--- config.mk ---
export PLATFORM = sky130hd
export DESIGN_NAME = two_button_press_classifier_unit_flat
export DESIGN_NICKNAME = d
export VERILOG_FILES = /design/src/sv/tbpc_pkg.sv /design/src/sv/tbpc_if.sv /design/src/sv/tbpc_button_scan.sv /design/src/sv/two_button_press_classifier_unit.sv /design/src/flat_wrapper.sv
export SDC_FILE = /design/constraint.sdc
export NUM_CORES = 1
export LEC_CHECK = 0
export BUFFER_PORTS_ARGS = -buffer_cell sky130_fd_sc_hd__buf_2
export CAP_MARGIN = 10
export CORE_MARGIN = 2
export CORE_UTILIZATION = 40
export DETAILED_ROUTE_END_ITERATION = 6
export PLACE_DENSITY = 0.67
export SYNTH_ARGS = -nofsm -noshare
export SYNTH_HDL_FRONTEND = slang
export SYNTH_HIERARCHICAL = 1
export SYNTH_SLANG_ARGS = --single-unit
--- constraint.sdc ---
create_clock -name clk -period 9.2 [get_ports clk]
set_input_delay 1.84 -clock clk [delete_from_list [all_inputs] [get_ports clk]]
set_output_delay 1.84 -clock clk [all_outputs]
set_load 0.005 [all_outputs]
--- src/sv/tbpc_pkg.sv ---
// Types and constants of the two-button press classifier
`timescale 1ns / 1ps
package tbpc_pkg;

  // Operation codes of an input item
  localparam logic OP_SCAN   = 1'b0;
  localparam logic OP_RESYNC = 1'b1;

  // Result event codes
  localparam logic [2:0] EV_NONE    = 3'd0;
  localparam logic [2:0] EV_A_SHORT = 3'd1;
  localparam logic [2:0] EV_A_LONG  = 3'd2;
  localparam logic [2:0] EV_A_VLONG = 3'd3;
  localparam logic [2:0] EV_B_SHORT = 3'd4;
  localparam logic [2:0] EV_B_LONG  = 3'd5;

  // Configuration register indexes
  localparam logic [1:0] CFG_DEBOUNCE_TICKS = 2'd0;
  localparam logic [1:0] CFG_LONG_PRESS     = 2'd1;
  localparam logic [1:0] CFG_VLONG_PRESS    = 2'd2;

  // Configuration reset values
  localparam logic [7:0]  DEBOUNCE_TICKS_RST = 8'd2;
  localparam logic [31:0] LONG_PRESS_RST     = 32'd800;
  localparam logic [31:0] VLONG_PRESS_RST    = 32'd3000;

  // Events one button raises on a scan
  typedef struct packed {
    logic ev_short;
    logic ev_long;
    logic ev_vlong;
  } scan_ev_t;

endpackage

--- src/sv/tbpc_if.sv ---
// Valid/ready channel interfaces for input and result items
`timescale 1ns / 1ps
interface tbpc_in_if;
  logic        valid;
  logic        ready;
  logic        operation;
  logic [31:0] now_ms;
  logic        level_a;
  logic        level_b;

  modport source (output valid, operation, now_ms, level_a, level_b, input ready);
  modport sink   (input valid, operation, now_ms, level_a, level_b, output ready);
endinterface

interface tbpc_out_if;
  logic       valid;
  logic       ready;
  logic [2:0] event_res;

  modport source (output valid, event_res, input ready);
  modport sink   (input valid, event_res, output ready);
endinterface

--- src/sv/tbpc_button_scan.sv ---
// Debounce and press-length state of one button
`timescale 1ns / 1ps
module tbpc_button_scan #(
  parameter int COUNT_BITS = 8
) (
  input  logic              clk,
  input  logic              rst_n,
  input  logic              step_en,
  input  logic              resync_en,
  input  logic              raw,
  input  logic [31:0]       now_ms,
  input  logic [7:0]        debounce_ticks,
  input  logic [31:0]       long_press_ms,
  input  logic [31:0]       very_long_press_ms,
  output tbpc_pkg::scan_ev_t ev
);
  import tbpc_pkg::*;

  localparam int CMP_W = (COUNT_BITS > 8) ? COUNT_BITS : 8;
  localparam logic [COUNT_BITS-1:0] CNT_MAX = {COUNT_BITS{1'b1}};

  logic                  last_r, last_nxt;
  logic                  stable_r, stable_nxt;
  logic [COUNT_BITS-1:0] cnt_r, cnt_nxt;
  logic [31:0]           start_r, start_nxt;
  logic                  long_done_r, long_done_nxt;
  logic                  vlong_done_r, vlong_done_nxt;

  logic [COUNT_BITS-1:0] cnt_inc;
  logic                  settled;
  logic [31:0]           held;

  // Saturating sample count and threshold compare
  assign cnt_inc = (cnt_r == CNT_MAX) ? cnt_r : cnt_r + 1'b1;
  assign settled = CMP_W'(cnt_inc) >= CMP_W'(debounce_ticks);
  assign held    = now_ms - start_r;

  // Next state and events of a scan
  always_comb begin
    last_nxt       = last_r;
    stable_nxt     = stable_r;
    cnt_nxt        = cnt_r;
    start_nxt      = start_r;
    long_done_nxt  = long_done_r;
    vlong_done_nxt = vlong_done_r;
    ev             = '0;
    if (raw != last_r) begin
      last_nxt = raw;
      cnt_nxt  = '0;
    end else begin
      cnt_nxt = cnt_inc;
      if (settled) begin
        if (stable_r != raw) begin
          stable_nxt = raw;
          if (!raw) begin
            start_nxt      = now_ms;
            long_done_nxt  = 1'b0;
            vlong_done_nxt = 1'b0;
          end else begin
            start_nxt   = '0;
            ev.ev_short = !long_done_r;
          end
        end else if (!raw) begin
          if (!long_done_r && held >= long_press_ms) begin
            long_done_nxt = 1'b1;
            ev.ev_long    = 1'b1;
          end else if (long_done_r && !vlong_done_r && held >= very_long_press_ms) begin
            vlong_done_nxt = 1'b1;
            ev.ev_vlong    = 1'b1;
          end
        end
      end
    end
  end

  // Hold state, apply a resync or commit a scan
  always_ff @(posedge clk) begin
    if (!rst_n) begin
      last_r       <= 1'b1;
      stable_r     <= 1'b1;
      cnt_r        <= '0;
      start_r      <= '0;
      long_done_r  <= 1'b0;
      vlong_done_r <= 1'b0;
    end else if (resync_en) begin
      last_r   <= raw;
      stable_r <= raw;
      if (!raw) begin
        start_r     <= now_ms;
        long_done_r <= 1'b1;
      end
    end else if (step_en) begin
      last_r       <= last_nxt;
      stable_r     <= stable_nxt;
      cnt_r        <= cnt_nxt;
      start_r      <= start_nxt;
      long_done_r  <= long_done_nxt;
      vlong_done_r <= vlong_done_nxt;
    end
  end

endmodule

--- src/sv/two_button_press_classifier_unit.sv ---
// Top level of the two-button press classifier
//
// Each input item is a tick with a millisecond timestamp and the raw
// active-low levels of buttons A and B, or a resync that takes the current
// levels as stable. Every item yields exactly one result item carrying an
// event code (none, A short/long/very long, B short/long). Items pass an
// input register and a result register, and a new item is accepted in
// every cycle while the result side takes its items; the button state
// update between the two registers, committed as each item is processed,
// sets that rate. Write configuration only while no item is in flight.
`timescale 1ns / 1ps
module two_button_press_classifier_unit #(
  parameter int COUNT_BITS = 8
) (
  input  logic        clk,
  input  logic        rst_n,
  tbpc_in_if.sink     in_item,
  tbpc_out_if.source  out_item,
  input  logic        cfg_we,
  input  logic [1:0]  cfg_index,
  input  logic [31:0] cfg_wdata
);
  import tbpc_pkg::*;

  logic [7:0]  debounce_ticks_r;
  logic [31:0] long_press_r;
  logic [31:0] vlong_press_r;

  logic        s1_valid_r;
  logic        s1_op_r;
  logic [31:0] s1_now_r;
  logic        s1_lvl_a_r;
  logic        s1_lvl_b_r;

  logic        out_valid_r;
  logic [2:0]  out_event_r;
  logic [2:0]  event_nxt;

  logic        can_take;
  logic        proc;
  logic        scan_a;
  logic        scan_b;
  logic        resync;
  scan_ev_t    ev_a;
  scan_ev_t    ev_b;

  // Configuration registers
  always_ff @(posedge clk) begin
    if (!rst_n) begin
      debounce_ticks_r <= DEBOUNCE_TICKS_RST;
      long_press_r     <= LONG_PRESS_RST;
      vlong_press_r    <= VLONG_PRESS_RST;
    end else if (cfg_we) begin
      unique case (cfg_index)
        CFG_DEBOUNCE_TICKS: debounce_ticks_r <= cfg_wdata[7:0];
        CFG_LONG_PRESS:     long_press_r     <= cfg_wdata;
        CFG_VLONG_PRESS:    vlong_press_r    <= cfg_wdata;
        default: ;
      endcase
    end
  end

  // Pipeline flow control
  assign can_take       = !out_valid_r || out_item.ready;
  assign proc           = s1_valid_r && can_take;
  assign in_item.ready  = !s1_valid_r || can_take;
  assign resync         = proc && (s1_op_r == OP_RESYNC);
  assign scan_a         = proc && (s1_op_r == OP_SCAN);
  // Skip button B on a tick where button A raised an event
  assign scan_b         = scan_a && !(ev_a.ev_short || ev_a.ev_long || ev_a.ev_vlong);

  // Input register
  always_ff @(posedge clk) begin
    if (!rst_n) begin
      s1_valid_r <= 1'b0;
    end else if (in_item.ready) begin
      s1_valid_r <= in_item.valid;
    end
  end

  always_ff @(posedge clk) begin
    if (in_item.valid && in_item.ready) begin
      s1_op_r    <= in_item.operation;
      s1_now_r   <= in_item.now_ms;
      s1_lvl_a_r <= in_item.level_a;
      s1_lvl_b_r <= in_item.level_b;
    end
  end

  tbpc_button_scan #(.COUNT_BITS(COUNT_BITS)) u_scan_a (
    .clk                (clk),
    .rst_n              (rst_n),
    .step_en            (scan_a),
    .resync_en          (resync),
    .raw                (s1_lvl_a_r),
    .now_ms             (s1_now_r),
    .debounce_ticks     (debounce_ticks_r),
    .long_press_ms      (long_press_r),
    .very_long_press_ms (vlong_press_r),
    .ev                 (ev_a)
  );

  tbpc_button_scan #(.COUNT_BITS(COUNT_BITS)) u_scan_b (
    .clk                (clk),
    .rst_n              (rst_n),
    .step_en            (scan_b),
    .resync_en          (resync),
    .raw                (s1_lvl_b_r),
    .now_ms             (s1_now_r),
    .debounce_ticks     (debounce_ticks_r),
    .long_press_ms      (long_press_r),
    .very_long_press_ms (vlong_press_r),
    .ev                 (ev_b)
  );

  // Encode the event; button B reports very long with its long code
  always_comb begin
    event_nxt = EV_NONE;
    if (s1_op_r == OP_SCAN) begin
      if (ev_a.ev_short) begin
        event_nxt = EV_A_SHORT;
      end else if (ev_a.ev_long) begin
        event_nxt = EV_A_LONG;
      end else if (ev_a.ev_vlong) begin
        event_nxt = EV_A_VLONG;
      end else if (ev_b.ev_short) begin
        event_nxt = EV_B_SHORT;
      end else if (ev_b.ev_long || ev_b.ev_vlong) begin
        event_nxt = EV_B_LONG;
      end
    end
  end

  // Result register
  always_ff @(posedge clk) begin
    if (!rst_n) begin
      out_valid_r <= 1'b0;
    end else if (can_take) begin
      out_valid_r <= s1_valid_r;
    end
  end

  always_ff @(posedge clk) begin
    if (proc) begin
      out_event_r <= event_nxt;
    end
  end

  assign out_item.valid     = out_valid_r;
  assign out_item.event_res = out_event_r;

endmodule

--- src/flat_wrapper.sv ---
// flat-port wrapper written by rule: the top's interface ports become plain ports
module two_button_press_classifier_unit_flat import tbpc_pkg::*;
#(
  parameter int COUNT_BITS = 8
)
  (clk, rst_n, cfg_we, cfg_index, cfg_wdata, in_item_valid, in_item_operation, in_item_now_ms, in_item_level_a, in_item_level_b, in_item_ready, out_item_valid, out_item_event_res, out_item_ready);
  tbpc_in_if in_item_i ();
  tbpc_out_if out_item_i ();
  input  logic clk;
  input  logic rst_n;
  input  logic cfg_we;
  input  logic [1:0] cfg_index;
  input  logic [31:0] cfg_wdata;
  input wire logic [$bits(in_item_i.valid)-1:0] in_item_valid;
  input wire logic [$bits(in_item_i.operation)-1:0] in_item_operation;
  input wire logic [$bits(in_item_i.now_ms)-1:0] in_item_now_ms;
  input wire logic [$bits(in_item_i.level_a)-1:0] in_item_level_a;
  input wire logic [$bits(in_item_i.level_b)-1:0] in_item_level_b;
  output wire logic [$bits(in_item_i.ready)-1:0] in_item_ready;
  output wire logic [$bits(out_item_i.valid)-1:0] out_item_valid;
  output wire logic [$bits(out_item_i.event_res)-1:0] out_item_event_res;
  input wire logic [$bits(out_item_i.ready)-1:0] out_item_ready;
  assign in_item_i.valid = in_item_valid;
  assign in_item_i.operation = in_item_operation;
  assign in_item_i.now_ms = in_item_now_ms;
  assign in_item_i.level_a = in_item_level_a;
  assign in_item_i.level_b = in_item_level_b;
  assign in_item_ready = in_item_i.ready;
  assign out_item_valid = out_item_i.valid;
  assign out_item_event_res = out_item_i.event_res;
  assign out_item_i.ready = out_item_ready;
  two_button_press_classifier_unit #(.COUNT_BITS(COUNT_BITS)) u_core (.clk(clk), .rst_n(rst_n), .in_item(in_item_i), .out_item(out_item_i), .cfg_we(cfg_we), .cfg_index(cfg_index), .cfg_wdata(cfg_wdata));
endmodule
Word level (Yosys, flattened, before mapping) --
Index checks and enable logic that the tools add are counted.
Cells by class: add/sub/neg operators 4, bitwise operators 6, magnitude comparators 6, multiplexer cells 83, eq/ne operators 14, reduce and logical (&&, ||, !) cells 53
Operators with widths (number):
- $mux 32 | 14
- $ge 32x32->1 | 4
- $sub 32x32->32 | 2
- $mux 1 | 53
- $mux 8 | 4
- $reduce_and 5->1 | 4
- $reduce_bool 2->1 | 10
- $mux 3 | 6
- $add 8x1->8 const B | 2
- $eq 8x8->1 const B | 2
- $ge 8x8->1 | 2
- $reduce_and 2->1 | 7
- $reduce_and 7->1 | 2
- $mux 2 | 6
- $logic_and 1x1->1 | 11
- $ne 2x2->1 const B | 4
- $reduce_and 4->1 | 2
- $logic_not 1->1 | 7
- $not 1->1 | 6
- $reduce_bool 3->1 | 2
- $logic_or 1x1->1 | 5
- $ne 1x1->1 | 4
- $ne 2x1->1 const B | 2
- $reduce_or 4->1 | 1
- other kinds (4) | 4
Storage, ports and cells: input bits 74, register bits 200

Depth between registers and ports, before layout --
depth after elaboration 15, gate-level depth with buffers 26

Hierarchy --
The synthesis kept the hierarchy.
By module, submodules not included:
- tbpc_button_scan (u_core.u_scan_a) | cells an instance 806, times used 1, seq. area each 880.8 um^2, area an instance 5921.9 um^2
- tbpc_button_scan (u_core.u_scan_b) | cells an instance 764, times used 1, seq. area each 880.8 um^2, area an instance 5683.0 um^2
- two_button_press_classifier_unit | cells an instance 347, times used 1, seq. area each 2622.5 um^2, area an instance 3796.1 um^2

Least setup slack after synthesis --
No wires, ideal clock.
kind register to register, start point register u_core.s1_now_r[1], end point register u_core.u_scan_b.start_r[0], clock period less this slack 4.770 ns, path slack 4.430 ns, arrival time 4.699 ns, stages on the path, launching flop included 24, library setup time 0.072 ns, path through edfxtp_1 -> ha_1 -> nor2b_1 -> o2111ai_1 -> a21oi_2 -> o2111ai_2 -> and4b_1 -> a211oi_1 -> ha_1 -> a21o_1 -> a21o_1 -> a221oi_1 -> nor2_1 -> nor2_1 -> a211oi_1 -> nor2_1 -> nand2_1 -> nor2_1 -> nand2_1 -> nor4_1 -> a21oi_1 -> o21ai_1 -> buf_4 -> mux2i_1
RTL lines:
- start: declaration | RTL line two_button_press_classifier_unit.sv:31 | logic [31:0] s1_now_r;
- start signal: assignment | RTL line two_button_press_classifier_unit.sv:84 | s1_now_r <= in_item.now_ms;
- end signal: assignment | RTL line tbpc_button_scan.sv:89 | start_r <= now_ms;
- end signal: assignment | RTL line tbpc_button_scan.sv:96 | start_r <= start_nxt;
- end: declaration | RTL line tbpc_button_scan.sv:25 | logic [31:0] start_r, start_nxt;

==> out/results.ini <==
[run_status]
status=finished clean

[pwr]
power_density_nw_per_um2=136
p_total_w=0.00228
peakVddDrop_mv=0.116
p_leak_nw=6.52

[worst_setup_path]
slowest_delay_ns=0.55
cp-end-kind=flop
critPathMostFrequentCell=a21oi_1
slowest_stage=buf_4
cp_num_cells=26
worst_setup_path_start_kind=flop
path_delay_family=compound AO/OA/AOI/OAI gates
worstPathRequired_ns=9.59
crit_fanout=32
critical_path_class=reg -> reg
worst-path-buf-inv=3
crit_arrival_ns=6.68
rr_worst_depth=26
reg2reg_slack_ns=2.90

[clocking]
cts_setup_buffers=0
cts_resized=0
cts-htree-levels=4
hold_buffers=0
clk_pin_slew_ns=0.07
clockBufferDepth=2
cts_tree=done
cts-root-buf=clkbuf_16
insertion_delay_ns=0.47
cts.sinks=200
cts_buffers=17

[drt]
via_per_inst=5.64
wl_per_cell_um=18.5
dr.pass1.iters=5
dr_total_vias=13895
drcViolationCount=0
routed_wl_mm=45.5
ant_nets=0
drtIter0Drc=1114

[layout]
insertedDiodeCount=0
syn2layout_area_growth_pct=8.22
drive_gt1_share_pct=8.46
regArea_um2=4380
nNetsFinal=2222
multi_input_area_um2=9790
instances_no_fill=2462
n_fill_cell=3735
final_util_pct=44.1

[yosys]
synthMuxAreaShare_pct=2.84
synth_area_leaders=dfxtp_1 21%, ha_1 17%, edfxtp_1 7.4%, inv_1 5.5%, nand2_1 4.9%
synth_top_area_share_pct=21.1
synth_edf_count=38
ys.flop_type=dfxtp_1
synth_fa_ha_area_share_pct=17.2
yosys_warnings=6
synth-xor-area-share_pct=3.30
synthesis.area_um2=15400
synthCells=1917
synth_top_family_by_area=compound AO/OA/AOI/OAI gates
async_flop_share_pct=0
postSynthAreaPerCell_um2=8.03
yosysSeqAreaShare_pct=28.5
yosys.area_share.simple_pct=18.5
synthDistinctLibCells=90
synthesis.nets=2201
synth_compound_area_share_pct=21.6
yosysTopAreaCell=dfxtp_1
ys_ff_latch=200

[sta]
clock_skew_ns=0.0174
rsz0062_at_grt=no
tns_ns=0
hold_violations=0
worst_pin_slew_ns=1.24
finalCriticalPeriod_ns=6.30
final_max_slew_viol_count=0
slew_headroom_pct=17.4
setup_violations=0
fmax_ghz=0.159
period_share_pct=68.4
fin_hold_ws_ns=0.462

[place]
portBuffers=78
dp_hpwl_mm=34.0
dp.cells=2430
gp_congestion=0.956

[global_route]
grt_overflow_total=0
antenna_found_initial=0
grtUsageTotal_pct=22.3
grt_max_degree=70
grt_pass1_vias=13249
grt_first_pass_wirelength_mm=71.2

[floorplan]
die_y_um=200
ios=79
die_area_um2=40100
core-area_um2=37800
rows=71
initial_core_util_pct=40.8
die_w_um=200

[hold_path]
holdPathStages=2
hold_class=reg -> reg

[job]
drv_cap=0

-- Yosys cell counts, types with 9 or more instances --
cell and count:
a21oi_1 119, xnor2_1 37, o21a_1 11, inv_1 227, clkbuf_1 42, a22oi_1 13, xor2_1 21, nand2b_1 22
o21ai_2 9, ha_1 208, nor2_1 93, a21boi_0 24, mux2i_1 38, a211oi_1 16, nand3_1 107, a21boi_1 11
a31oi_1 12, o21ai_0 150, nor3_1 25, a21o_1 50, edfxtp_1 38, buf_2 21, dfxtp_1 162, nand4_1 56
nand2_1 200, and3_1 15, nor2b_1 22
-- metal layers --
layer / vias to the layer above / wire [µm] / track usage [%] / share of wire (%)
met2: 424 / 20800 / 36.6 / 46
met5: - / 0 / 0 / 0
li1: 6813 / - / - / -
met3: 50 / 2730 / 3.77 / 6.0
met4: 0 / 839 / 6.69 / 1.8
met1: 6608 / 21100 / 29.8 / 46
-- registers in the layout (all words and copies together) (netlist names), 3 cells and up --
name and flops:
u_core/long_press_r 32, u_core/s1_now_r 32, u_core/out_item.event_res 3, u_core/vlong_press_r 32, u_core/u_scan_a/start_r 32, u_core/debounce_ticks_r 8, u_core/u_scan_b/cnt_r 8, u_core/u_scan_b/start_r 32
u_core/u_scan_a/cnt_r 8
-- worst paths after layout --
kind / startpoint / endpoint
hold / removal: u_core/u_scan_b/start_r[30] / u_core/u_scan_b/start_r[30]
setup / recovery: u_core/s1_now_r[0] / u_core/u_scan_b/start_r[15]
setup reg to reg: u_core/s1_now_r[0] / u_core/u_scan_b/start_r[15]
hold reg to reg: u_core/u_scan_b/start_r[30] / u_core/u_scan_b/start_r[30]
-- layout make-up --
| cell class | instances | area share [%] |
|---|---|---|
| Multi-Input combinational cell | 1405 | 58.7 |
| Sequential cell | 200 | 26.3 |
| Inverter | 228 | 5.13 |
| Tap cell | 511 | 3.84 |
| Clock buffer | 22 | 2.73 |
| Timing Repair Buffer | 86 | 2.72 |
| Clock inverter | 10 | 0.571 |
-- metrics by stage --
stage | area, µm² | setup slack (ns)
floorplan | 15400 | 4.43
global placement | 16100 | 3.34
detailed placement | 16100 | 3.08
CTS | 16700 | 3.08
global route | 16700 | 2.44
finish | 16700 | 2.90
-- placed cells by master (no fill, tap or decap), types with 7 or more instances in the layout --
master	n
nand2_1	200
a21o_1	50
nand2b_1	21
xnor2_1	37
o21ai_2	9
a211oi_1	16
a31oi_1	12
buf_4	9
o2111ai_1	7
a21boi_0	24
a21boi_1	11
inv_1	227
o21a_1	11
and3_1	15
nor2_1	93
nor3_1	25
o21ai_0	150
ha_1	208
buf_2	77
nand4_1	56
nor2b_1	22
a21oi_1	118
a22oi_1	13
nand3_1	107
xor2_1	21
dfxtp_1	162
mux2i_1	38
edfxtp_1	38
clkbuf_16	17
-- cell families after synthesis --
| kind of cell | after synthesis |
|---|---|
| and+or+nand+nor | 586 |
| AOI/OAI and AO/OA | 508 |
| buffers and inverters | 312 |
| adders and majority gates | 210 |
| DFF | 200 |
| xor gates and xnor gates | 58 |
| muxes | 43 |
-- worst register-to-register path: stages (launching register included) --
cell       delay (ns)
edfxtp_1         0.44
inv_1            0.09
ha_1             0.19
inv_1            0.06
fa_1             0.41
a21oi_1          0.19
o221ai_1         0.28
a21oi_1          0.47
o2111ai_1        0.23
a41oi_1          0.28
xnor2_1          0.21
ha_1             0.33
nand4_1          0.13
nor4_1           0.09
a22oi_1          0.16
a31oi_1          0.10
a31oi_1          0.25
nor3_1           0.10
nor2_1           0.15
nand2_1          0.09
nor2_1           0.30
nand2_1          0.34
nor4_1           0.25
a21oi_1          0.14
o21ai_4          0.07
buf_4            0.55
mux2i_1          0.31
-- power by group --
part | internal, W | leakage (nW) | total (W) | switching (W)
logic | 0.000223 | 4.57 | 0.000585 | 0.000362
clock network | 0.000383 | 0.273 | 0.000738 | 0.000355
registers | 0.000920 | 1.68 | 0.000952 | 0.0000321
total | 0.00153 | 6.52 | 0.00228 | 0.000749
Note: power is estimated with default switching activity, not from simulation.
